--- src/rtl/vdp_pkg.sv ---
`timescale 1ns / 1ps
// ----------------------------------------------------------------------------
// vdp_pkg
// Shared types, phase codes and helpers for the VP8 payload descriptor parser.
// ----------------------------------------------------------------------------
package vdp_pkg;

  localparam int unsigned PhaseW = 3;

  // parse phases
  localparam logic [PhaseW-1:0] PH_FIRST  = 3'd0;
  localparam logic [PhaseW-1:0] PH_EXT    = 3'd1;
  localparam logic [PhaseW-1:0] PH_PIC_HI = 3'd2;
  localparam logic [PhaseW-1:0] PH_PIC_LO = 3'd3;
  localparam logic [PhaseW-1:0] PH_TL0    = 3'd4;
  localparam logic [PhaseW-1:0] PH_TK     = 3'd5;
  localparam logic [PhaseW-1:0] PH_DONE   = 3'd6;

  // extension byte selection bits (after shifting the byte down by four)
  localparam int unsigned ExtI = 3;
  localparam int unsigned ExtL = 2;
  localparam int unsigned ExtT = 1;
  localparam int unsigned ExtK = 0;

  localparam logic [2:0] CountMax = 3'd7;

  typedef struct packed {
    logic        start_of_partition;
    logic [3:0]  partition_index;
    logic        picture_present;
    logic [14:0] picture_number;
    logic        base_index_present;
    logic [7:0]  base_layer_index;
    logic        temporal_present;
    logic [1:0]  temporal_layer;
    logic        layer_sync;
    logic        key_present;
    logic [4:0]  key_index;
  } fields_t;

  typedef struct packed {
    fields_t    fields;
    logic [2:0] consumed_bytes;
  } result_t;

  // next phase after the given one, by the I, L and T|K selections
  function automatic logic [PhaseW-1:0] next_phase(input logic [PhaseW-1:0] after,
                                                   input logic [3:0] flags);
    logic [PhaseW-1:0] nxt;
    nxt = PH_DONE;
    if (after < PH_PIC_HI && flags[ExtI]) begin
      nxt = PH_PIC_HI;
    end else if (after < PH_TL0 && flags[ExtL]) begin
      nxt = PH_TL0;
    end else if (after < PH_TK && (flags[ExtT] || flags[ExtK])) begin
      nxt = PH_TK;
    end
    return nxt;
  endfunction

endpackage

--- src/rtl/vp8_descriptor_parser_top.sv ---
`timescale 1ns / 1ps
// ----------------------------------------------------------------------------
// vp8_descriptor_parser_top
// VP8 RTP payload descriptor parser, one payload byte per beat.
// ----------------------------------------------------------------------------
// Accepts one payload byte every clock while in_stall_o is low. A result beat
// is produced for the byte that completes the descriptor (consumed_bytes 1 to
// 6) or for a last byte that ends the packet early (consumed_bytes 0); it is
// registered in the output buffer before it appears on the output. Each byte
// goes through a single phase update; a two-entry output register absorbs
// downstream stall, and in_stall_o rises only when both entries hold results.
module vp8_descriptor_parser_top import vdp_pkg::*; (
  input  logic        clk_i,
  input  logic        rst_ni,
  input  logic        in_valid_i,
  output logic        in_stall_o,
  input  logic [7:0]  data_byte_i,
  input  logic        last_byte_i,
  output logic        out_valid_o,
  input  logic        out_stall_i,
  output logic        start_of_partition_o,
  output logic [3:0]  partition_index_o,
  output logic        picture_present_o,
  output logic [14:0] picture_number_o,
  output logic        base_index_present_o,
  output logic [7:0]  base_layer_index_o,
  output logic        temporal_present_o,
  output logic [1:0]  temporal_layer_o,
  output logic        layer_sync_o,
  output logic        key_present_o,
  output logic [4:0]  key_index_o,
  output logic [2:0]  consumed_bytes_o
);

  logic    beat;
  logic    res_valid;
  logic    full;
  result_t res;
  result_t out;

  assign in_stall_o = full;
  assign beat       = in_valid_i && !full;

  vdp_parse u_parse (
    .clk_i       (clk_i),
    .rst_ni      (rst_ni),
    .beat_i      (beat),
    .data_byte_i (data_byte_i),
    .last_byte_i (last_byte_i),
    .res_valid_o (res_valid),
    .res_o       (res)
  );

  vdp_outbuf u_outbuf (
    .clk_i       (clk_i),
    .rst_ni      (rst_ni),
    .push_i      (res_valid),
    .push_data_i (res),
    .full_o      (full),
    .out_valid_o (out_valid_o),
    .out_stall_i (out_stall_i),
    .out_data_o  (out)
  );

  assign start_of_partition_o = out.fields.start_of_partition;
  assign partition_index_o    = out.fields.partition_index;
  assign picture_present_o    = out.fields.picture_present;
  assign picture_number_o     = out.fields.picture_number;
  assign base_index_present_o = out.fields.base_index_present;
  assign base_layer_index_o   = out.fields.base_layer_index;
  assign temporal_present_o   = out.fields.temporal_present;
  assign temporal_layer_o     = out.fields.temporal_layer;
  assign layer_sync_o         = out.fields.layer_sync;
  assign key_present_o        = out.fields.key_present;
  assign key_index_o          = out.fields.key_index;
  assign consumed_bytes_o     = out.consumed_bytes;

endmodule

--- src/rtl/vdp_parse.sv ---
`timescale 1ns / 1ps
// ----------------------------------------------------------------------------
// vdp_parse
// Descriptor phase tracker: updates the parse state for one payload byte and
// flags a result when the descriptor completes or the packet ends early.
// ----------------------------------------------------------------------------
module vdp_parse import vdp_pkg::*; (
  input  logic       clk_i,
  input  logic       rst_ni,
  input  logic       beat_i,
  input  logic [7:0] data_byte_i,
  input  logic       last_byte_i,
  output logic       res_valid_o,
  output result_t    res_o
);

  logic [PhaseW-1:0] phase_q, phase_d;
  logic [3:0]        flags_q, flags_d;
  logic [2:0]        count_q, count_d;
  logic [6:0]        pic_hi_q, pic_hi_d;
  fields_t           fields_q, fields_d;
  logic              skip_q, skip_d;

  always_comb begin
    logic [PhaseW-1:0] ph;
    phase_d     = phase_q;
    flags_d     = flags_q;
    count_d     = count_q;
    pic_hi_d    = pic_hi_q;
    fields_d    = fields_q;
    skip_d      = skip_q;
    res_valid_o = 1'b0;
    res_o       = '0;
    ph          = phase_q;

    if (beat_i) begin
      if (skip_q) begin
        // trailing payload after a complete descriptor
        if (last_byte_i) begin
          skip_d  = 1'b0;
          phase_d = PH_FIRST;
        end
      end else begin
        if (count_q < CountMax) begin
          count_d = count_q + 3'd1;
        end
        unique case (phase_q)
          PH_EXT: begin
            flags_d = data_byte_i[7:4];
            ph      = next_phase(PH_EXT, data_byte_i[7:4]);
          end
          PH_PIC_HI: begin
            if (data_byte_i[7]) begin
              pic_hi_d = data_byte_i[6:0];
              ph       = PH_PIC_LO;
            end else begin
              fields_d.picture_number  = {7'd0, data_byte_i};
              fields_d.picture_present = 1'b1;
              ph                       = next_phase(PH_PIC_LO, flags_q);
            end
          end
          PH_PIC_LO: begin
            fields_d.picture_number  = {pic_hi_q, data_byte_i};
            fields_d.picture_present = 1'b1;
            ph                       = next_phase(PH_PIC_LO, flags_q);
          end
          PH_TL0: begin
            fields_d.base_layer_index   = data_byte_i;
            fields_d.base_index_present = 1'b1;
            ph                          = next_phase(PH_TL0, flags_q);
          end
          PH_TK: begin
            if (flags_q[ExtT]) begin
              fields_d.temporal_layer   = data_byte_i[7:6];
              fields_d.layer_sync       = data_byte_i[5];
              fields_d.temporal_present = 1'b1;
            end
            if (flags_q[ExtK]) begin
              fields_d.key_index   = data_byte_i[4:0];
              fields_d.key_present = 1'b1;
            end
            ph = PH_DONE;
          end
          default: begin
            // first descriptor byte starts a fresh packet
            fields_d                    = '0;
            flags_d                     = '0;
            pic_hi_d                    = '0;
            count_d                     = 3'd1;
            fields_d.start_of_partition = data_byte_i[4];
            fields_d.partition_index    = data_byte_i[3:0];
            ph                          = data_byte_i[7] ? PH_EXT : PH_DONE;
          end
        endcase

        phase_d = ph;
        if (ph == PH_DONE) begin
          res_valid_o          = 1'b1;
          res_o.fields         = fields_d;
          res_o.consumed_bytes = count_d;
          phase_d              = PH_FIRST;
          skip_d               = !last_byte_i;
        end else if (last_byte_i) begin
          // truncated descriptor
          res_valid_o          = 1'b1;
          res_o.fields         = fields_d;
          res_o.consumed_bytes = 3'd0;
          phase_d              = PH_FIRST;
        end
      end
    end
  end

  always_ff @(posedge clk_i or negedge rst_ni) begin
    if (!rst_ni) begin
      phase_q  <= PH_FIRST;
      flags_q  <= '0;
      count_q  <= '0;
      pic_hi_q <= '0;
      fields_q <= '0;
      skip_q   <= 1'b0;
    end else begin
      phase_q  <= phase_d;
      flags_q  <= flags_d;
      count_q  <= count_d;
      pic_hi_q <= pic_hi_d;
      fields_q <= fields_d;
      skip_q   <= skip_d;
    end
  end

endmodule

--- src/rtl/vdp_outbuf.sv ---
`timescale 1ns / 1ps
// ----------------------------------------------------------------------------
// vdp_outbuf
// Result register with a skid stage, so the input side keeps running while a
// finished result waits downstream.
// ----------------------------------------------------------------------------
module vdp_outbuf import vdp_pkg::*; (
  input  logic    clk_i,
  input  logic    rst_ni,
  input  logic    push_i,
  input  result_t push_data_i,
  output logic    full_o,
  output logic    out_valid_o,
  input  logic    out_stall_i,
  output result_t out_data_o
);

  logic    out_valid_q, out_valid_d;
  logic    skid_valid_q, skid_valid_d;
  result_t out_data_q, out_data_d;
  result_t skid_data_q, skid_data_d;
  logic    take;

  assign take = out_valid_q && !out_stall_i;

  always_comb begin
    out_valid_d  = out_valid_q;
    skid_valid_d = skid_valid_q;
    out_data_d   = out_data_q;
    skid_data_d  = skid_data_q;
    if (skid_valid_q) begin
      // no push can arrive while the skid stage is occupied
      if (take) begin
        out_data_d   = skid_data_q;
        skid_valid_d = 1'b0;
      end
    end else if (push_i) begin
      if (!out_valid_q || take) begin
        out_data_d  = push_data_i;
        out_valid_d = 1'b1;
      end else begin
        skid_data_d  = push_data_i;
        skid_valid_d = 1'b1;
      end
    end else if (take) begin
      out_valid_d = 1'b0;
    end
  end

  always_ff @(posedge clk_i or negedge rst_ni) begin
    if (!rst_ni) begin
      out_valid_q  <= 1'b0;
      skid_valid_q <= 1'b0;
    end else begin
      out_valid_q  <= out_valid_d;
      skid_valid_q <= skid_valid_d;
    end
  end

  always_ff @(posedge clk_i) begin
    out_data_q  <= out_data_d;
    skid_data_q <= skid_data_d;
  end

  assign full_o      = skid_valid_q;
  assign out_valid_o = out_valid_q;
  assign out_data_o  = out_data_q;

endmodule

--- config.mk ---
export PLATFORM = sky130hd
export DESIGN_NAME = vp8_descriptor_parser_top
export DESIGN_NICKNAME = d
export VERILOG_FILES = /design/src/rtl/vdp_pkg.sv /design/src/rtl/vp8_descriptor_parser_top.sv /design/src/rtl/vdp_parse.sv /design/src/rtl/vdp_outbuf.sv
export SDC_FILE = /design/constraint.sdc
export NUM_CORES = 1
export LEC_CHECK = 0
export ABC_AREA = 1
export BUFFER_PORTS_ARGS = -buffer_cell sky130_fd_sc_hd__buf_2
export CELL_PAD_IN_SITES_DETAIL_PLACEMENT = 0
export CELL_PAD_IN_SITES_GLOBAL_PLACEMENT = 2
export CORE_MARGIN = 5
export CORE_UTILIZATION = 38
export DETAILED_ROUTE_END_ITERATION = 6
export PLACE_DENSITY_LB_ADDON = 0.2
export SLEW_MARGIN = 20
export SYNTH_ARGS = -nofsm -noshare
export SYNTH_HDL_FRONTEND = slang
export SYNTH_SLANG_ARGS = --single-unit
--- constraint.sdc ---
create_clock -name clk_i -period 3.77 [get_ports clk_i]
set_input_delay 0.754 -clock clk_i [delete_from_list [all_inputs] [get_ports clk_i]]
set_output_delay 0.754 -clock clk_i [all_outputs]
set_load 0.1 [all_outputs]
=== Word level (Yosys, flattened, before mapping) ===
Cells that the tools add are included.

* Muxes and demuxes: 48
* Reduce and logical (&&, ||, !) cells: 25
* Add/sub/neg operators: 1
* Order comparisons: 1
* Bitwise logic cells: 5
* Equality and inequality tests: 10

{| class="wikitable"
|+ Operators by type and width
! operator !! count
|-
| 2-to-1 mux 43 bit || 8
|-
| case mux 16 bit (3 select lines) || 1
|-
| 2-to-1 mux 3 bit || 12
|-
| case mux 10 bit (2 select lines) || 1
|-
| case mux 9 bit (2 select lines) || 1
|-
| 2-to-1 mux 16 bit || 1
|-
| OR reduction 4 bit || 4
|-
| case mux 3 bit (5 select lines) || 1
|-
| 2-to-1 mux 1 bit || 14
|-
| case mux 7 bit (2 select lines) || 1
|-
| AND reduction 3 bit || 4
|-
| equality test 3 bit (second input constant) || 3
|-
| 2-to-1 mux 7 bit || 1
|-
| equality test 3 x 2 -> 1 bit (second input constant) || 2
|-
| 2-to-1 mux 2 bit || 3
|-
| 2-to-1 mux 6 bit || 1
|-
| != test 2 bit (second input constant) || 3
|-
| case mux 3 bit (2 select lines) || 1
|-
| nonzero test 2 bit || 3
|-
| 2-to-1 mux 5 bit || 1
|-
| NOT 1 bit || 5
|-
| OR reduction 5 bit || 1
|-
| logical NOT 1 bit || 4
|-
| 2-to-1 mux 4 bit || 1
|-
| other kinds (9) || 13
|}

* Bits of input ports: 13
* Output and inout bits: 45
* Flip-flop bits (word level): 145
* Word-level logic and storage cells: 132

=== Logic depth before layout (Yosys ltp) ===
* Depth in word-level cells: 14
* Mapped depth: 12
* Mapped depth without buffers: 11

=== Hierarchy ===
From an unflattened synthesis, not the netlist that was laid out.

* Cell total of the unflattened synthesis: 682
* Area total of the unflattened synthesis: 6515.0 um^2

{| class="wikitable"
|+ Modules (own cells, without submodules)
! module !! sequential area each (um^2) !! times used !! cells an instance !! area an instance (um^2)
|-
| vdp_parse || 1426.4 || 1 || 435 || 3255.6
|-
| vdp_outbuf || 2632.5 || 1 || 245 || 3249.4
|-
| vp8_descriptor_parser_top || 0.0 || 1 || 2 || 10.0
|}

=== Worst setup path before layout ===
Ideal clock, no wire load.

* Path type: register to register
* Start: reg u_outbuf.skid_valid_q, in the netlist u_outbuf.full_o
* End: reg u_outbuf.skid_data_q[0] in the netlist's numbering (enable)
* Period minus slack after synthesis: 3.135 ns
* Path buffers: 2
* Data required time: 3.373 ns
* Arrival: 2.737 ns
* Stages on the path, launching flop included: 8
* Path slack: 0.635 ns
* Setup time: 0.397 ns
* Cell sequence: dfrtp_1 inv_1 nand2_1 nor2_1 clkbuf_1 buf_2 nand3_1 inv_1

* Cells in the longest elaborated chain, start to end: 4
* Elaborated cells between the ends (all ways): 5
* Classes of those cells: mux (1); bitwise (1); reduce/logical (3)

{| class="wikitable"
|+ Ends and longest elaborated chain
! item !! line !! RTL
|-
| from (decl) || vdp_outbuf.sv:19 || <nowiki>logic skid_valid_q, skid_valid_d;</nowiki>
|-
| from (signal assigned) || vdp_outbuf.sv:56 || <nowiki>skid_valid_q <= skid_valid_d;</nowiki>
|-
| logical NOT 1 bit || vp8_descriptor_parser_top.sv:42 || <nowiki>assign beat = in_valid_i && !full;</nowiki>
|-
| logical AND 1 bit || vp8_descriptor_parser_top.sv:42 ||
|-
| 2-to-1 mux 1 bit || vdp_parse.sv:36 || <nowiki>if (beat_i) begin</nowiki>
|-
| AND reduction 3 bit (no source line) * || -- ||
|-
| to (signal assigned) || vdp_outbuf.sv:62 || <nowiki>skid_data_q <= skid_data_d;</nowiki>
|-
| to (decl) || vdp_outbuf.sv:21 || <nowiki>result_t skid_data_q, skid_data_d;</nowiki>
|}

Mark *: on every way between the ends. The rest lies on a longest branch, timed or not.
A chain may end at the register's enable or synchronous reset.

=== Worst setup path after layout ===
* Start: reg u_parse.phase_q[0]
* End: reg u_outbuf.out_data_q (netlist bit u_outbuf.out_data_o[11]) (enable)

* Cells in the longest elaborated chain, start to end: 10
* Elaborated cells between the ends (all ways): 14
* Classes of those cells: eq/ne (6); mux (6); reduce/logical (2)

{| class="wikitable"
|+ Ends and longest elaborated chain
! item !! line !! RTL
|-
| from (decl) || vdp_parse.sv:17 || <nowiki>logic [PhaseW-1:0] phase_q, phase_d;</nowiki>
|-
| from (signal assigned) || vdp_parse.sv:123 || <nowiki>phase_q <= phase_d;</nowiki>
|-
| equality test 3 bit, or another cell as far along || vdp_parse.sv:47 || <nowiki>unique case (phase_q)</nowiki>
|-
| case mux 3 bit (5 select lines) * || vdp_parse.sv:47 ||
|-
| 2-to-1 mux 3 bit * || vdp_parse.sv:37 || <nowiki>if (skip_q) begin</nowiki>
|-
| 2-to-1 mux 3 bit * || vdp_parse.sv:36 ||
|-
| equality test 3 bit * || vdp_parse.sv:97 || <nowiki>if (ph == PH_DONE) begin</nowiki>
|-
| 2-to-1 mux 1 bit * || vdp_parse.sv:97 ||
|-
| 2-to-1 mux 1 bit * || vdp_parse.sv:37 ||
|-
| 2-to-1 mux 1 bit * || vdp_parse.sv:36 ||
|-
| nonzero test 2 bit (no source line) * || -- ||
|-
| AND reduction 3 bit (no source line) * || -- ||
|-
| to (signal assigned) || vdp_outbuf.sv:61 || <nowiki>out_data_q <= out_data_d;</nowiki>
|-
| to (decl) || vdp_outbuf.sv:20 || <nowiki>result_t out_data_q, out_data_d;</nowiki>
|}

Mark *: on every way between the ends. The rest lies on a longest branch, timed or not. The select of a mux whose other input is x is not followed.

==> metrics.txt <==
simple-gate share of the synthesized area=19.8%; Iter 0 DRT Violations=280; Pint=3.66 mW; RSZ-0062 raised after global routing=no; Setup CP Type=reg2reg; total DRC errors in the routed layout=0; total CTS buffers=17; placed cell area=0.00706 sq mm; I/O Pins=58; Flop pwr share=approximately a third; Post-Synth XOR/XNOR Area=0.134%; port bufs=57; Synth Area in Compound Gates=a little under a tenth; r2r startpoint=u_parse.phase_q[0]; Synth Warn #=0; # setup viols final=0; share of post-route cells with drive strength above 1=18.2%; worst skew pair latency=0.42 ns; Post-Syn Instances=678; reg-to-reg setup timing slack=around 0.95 ns; Hold Path Class=in2async; Reg-to-Reg End=u_outbuf.out_data_o[11]; Final min period=2.82 ns; Die ar.=roughly 0.020 sq mm; fin util=roughly 45%; Period Utilization, post-route=74.8%; Worst path max stage delay=0.48 ns; post-synthesis instance area=0.00654 sq mm; clock-pin slew on the worst setup and hold paths=around 0.06 ns; Max Buffers Root-to-Sink=2; Post CTS Setup Buffer Count=0; Pre-antenna DRT Iters=5; relative slew slack=49.4%; cell family with most CP delay=simple AND/OR/NAND/NOR gates; hold bufs inserted after CTS=0; initial antenna violation count=0; setup ws final=about 0.95 ns; post-synthesis mux area share=0%; ys async rst share=40.7%; largest net degree at the start of global routing=77; H-tree depth=4; Die Height=141 um; total global-route track usage=16.4%; Post-CTS Resized=0; startpoint types=register; largest family of logic cells by synthesized area=simple AND/OR/NAND/NOR gates; Yosys cell types=28; WP data arrival=2.90 ns; Synthesized Nets=slightly below 700; Power, Total=around 7 mW; nature of the critical path endpoint=register; ANT cells=0; Final Skew=between 0.007 and 0.008 ns; R2R cell count=9; Most Frequent Cell on Critical Path=nand3_1; routed wire length per instance=15.9 um; Switching Fraction=47.5%; P&R area growth vs syn=16.8%; final wirelength=15500 um; total number of vias=4649; post-route ant nets=0; first-pass GRT wire length=25300 um; Placed Cells=between 900 and 1000; crit-path cells=inv_1, nand3_1, a21oi_1, nor2_4, nand4_4, nand2_4, nand3_1, nand2_2, buf_4; TritonCTS clock tree=done; Clock Sinks=between 100 and 150; Final GP Congestion=0.799; combinational share of power=43.2%; pwr/cell area=914 mW/mm^2; total of max-cap violations=0; cell leakage power=3.58 nW; Worst VDD drop=0.399 mV; Yosys reg bits=145; CTS root buffer=clkbuf_16; Final Max Tran Viols=0; Finished Cell Area=between 0.007 and 0.008 sq mm; core area=0.0171 sq mm; DP Worst Slack=0.755 ns; P_sw=around 3.3 mW; CP max-delay cell=dfrtp_1; GRT overflow=0; Post-Synth Adder-Cell Area=0.191%; Cell Rows=48; critical path buffer and inverter count=2; die width=141 um; Critical Path RT=3.85 ns; Synth area leader=edfxtp_1; Top FF cell, synth=edfxtp_1; syn avg cell area=about 9.6 sq um; Post-synth EDFFs=86; vias in the first global route=4675; Peak Freq=355 MHz; Total Nets Final=between 700 and 800; clock share of power=23.5%; post-detail-place hpwl=10400 um; crit path max fanout=24; Post-Layout Cell Count=just under 1000; worst-margin pin slew=0.759 ns; Fin. Hold Viols=0; synth top area cells=edfxtp_1 (40%), dfrtp_1 (23%), nand2_1 (11%), inv_1 (6.3%), o21ai_0 (6.0%); via/cell ratio=4.76; sequential area share after synthesis=62.1%; Synth top area share=39.5%; Initial Util=38.2%; status=completed; total negative setup slack=0 ns; worst hold margin=0.331 ns
cell usage in the layout (no fill, tap or decap), types with 2 or more instances in the layout:
cell / Yosys / routed
inv_2: 3 / 3
clkinv_1: 1 / 2
inv_1: 109 / 109
nor2_4: 2 / 3
clkinv_2: 0 / 2
o22ai_1: 29 / 29
nor2_2: 2 / 2
clkbuf_16: 0 / 17
nand2_4: 2 / 2
bufinv_16: 0 / 2
o21ai_0: 78 / 78
buf_2: 4 / 57
nor2_1: 26 / 25
edfxtp_1: 86 / 86
dfrtp_1: 59 / 59
clkbuf_1: 17 / 2
a21oi_1: 2 / 2
nand3_1: 27 / 27
nand2_2: 5 / 6
nand3_2: 23 / 23
nand2_1: 190 / 189
clkinvlp_4: 0 / 6
buf_4: 0 / 11
worst max path at each step:
stage,start,endpoint,slack [ns],cells past startpoint
final,u_parse.phase_q[0],u_outbuf.out_data_o[11],0.95,9
after global routing,u_parse.phase_q[0],u_outbuf.skid_data_q[26],0.69,9
after CTS,u_parse.phase_q[0],u_outbuf.skid_data_q[26],0.89,9
after detailed placement,data_byte_i[7],u_outbuf.skid_data_q[19],0.76,12
after global placement,data_byte_i[7],u_outbuf.skid_data_q[13],0.82,12
after floorplan,u_outbuf.full_o,u_outbuf.skid_data_q[0],0.64,7
cells by family (layout without fill, tap and decap cells):
logic type | count (synthesis) | in the layout
xor+xnor | 1 | 1
compound gates | 112 | 112
buf+inv | 139 | 213
fa+ha+maj | 1 | 1
simple gates | 280 | 280
flops | 145 | 145
synthesized netlist by cell type, types with 3 or more instances:
cell,n
buf_2,4
buf_6,4
clkbuf_1,17
dfrtp_1,59
edfxtp_1,86
inv_1,109
inv_2,3
nand2_1,190
nand2_2,5
nand3_1,27
nand3_2,23
nor2_1,26
o21ai_0,78
o22ai_1,29
flip-flops by register name (all words and copies together) (netlist names), 3 cells and up:
register / flops
u_parse.fields_q: 40
u_outbuf.out_data_o: 43
u_parse.count_q: 3
u_parse.phase_q: 3
u_parse.flags_q: 3
u_outbuf.skid_data_q: 43
u_parse.pic_hi_q: 7
layer usage:
metal / part of all wire [%] / global-route usage, % / up-vias
li1: - / - / 2331
met2: 46 / 25.7 / 83
met4: 0.70 / 5.15 / 0
met5: 0 / 0 / -
met3: 4.3 / 3.53 / 9
met1: 49 / 23.0 / 2226
layout make-up:
class                      instances  area, sq um
sequential                       145         4060
clock inverter                    13          139
fill                            1710         9480
multi-input combinational        394         1930
timing repair buffer              68          368
inverter                         113          424
tap                              225          282
clock buffer                      19          433
power groups by stage:
stage | clock network [mW] | logic (mW) | registers, mW
after floorplan | 0 | 1.23 | 3.56
after global placement | 0 | 3.04 | 2.35
after detailed placement | 0 | 3.05 | 2.35
after CTS | 1.69 | 3.06 | 2.33
after global routing | 1.76 | 3.26 | 2.36
final | 1.64 | 3.02 | 2.33
No activity file was read; power rests on OpenSTA's default activity.
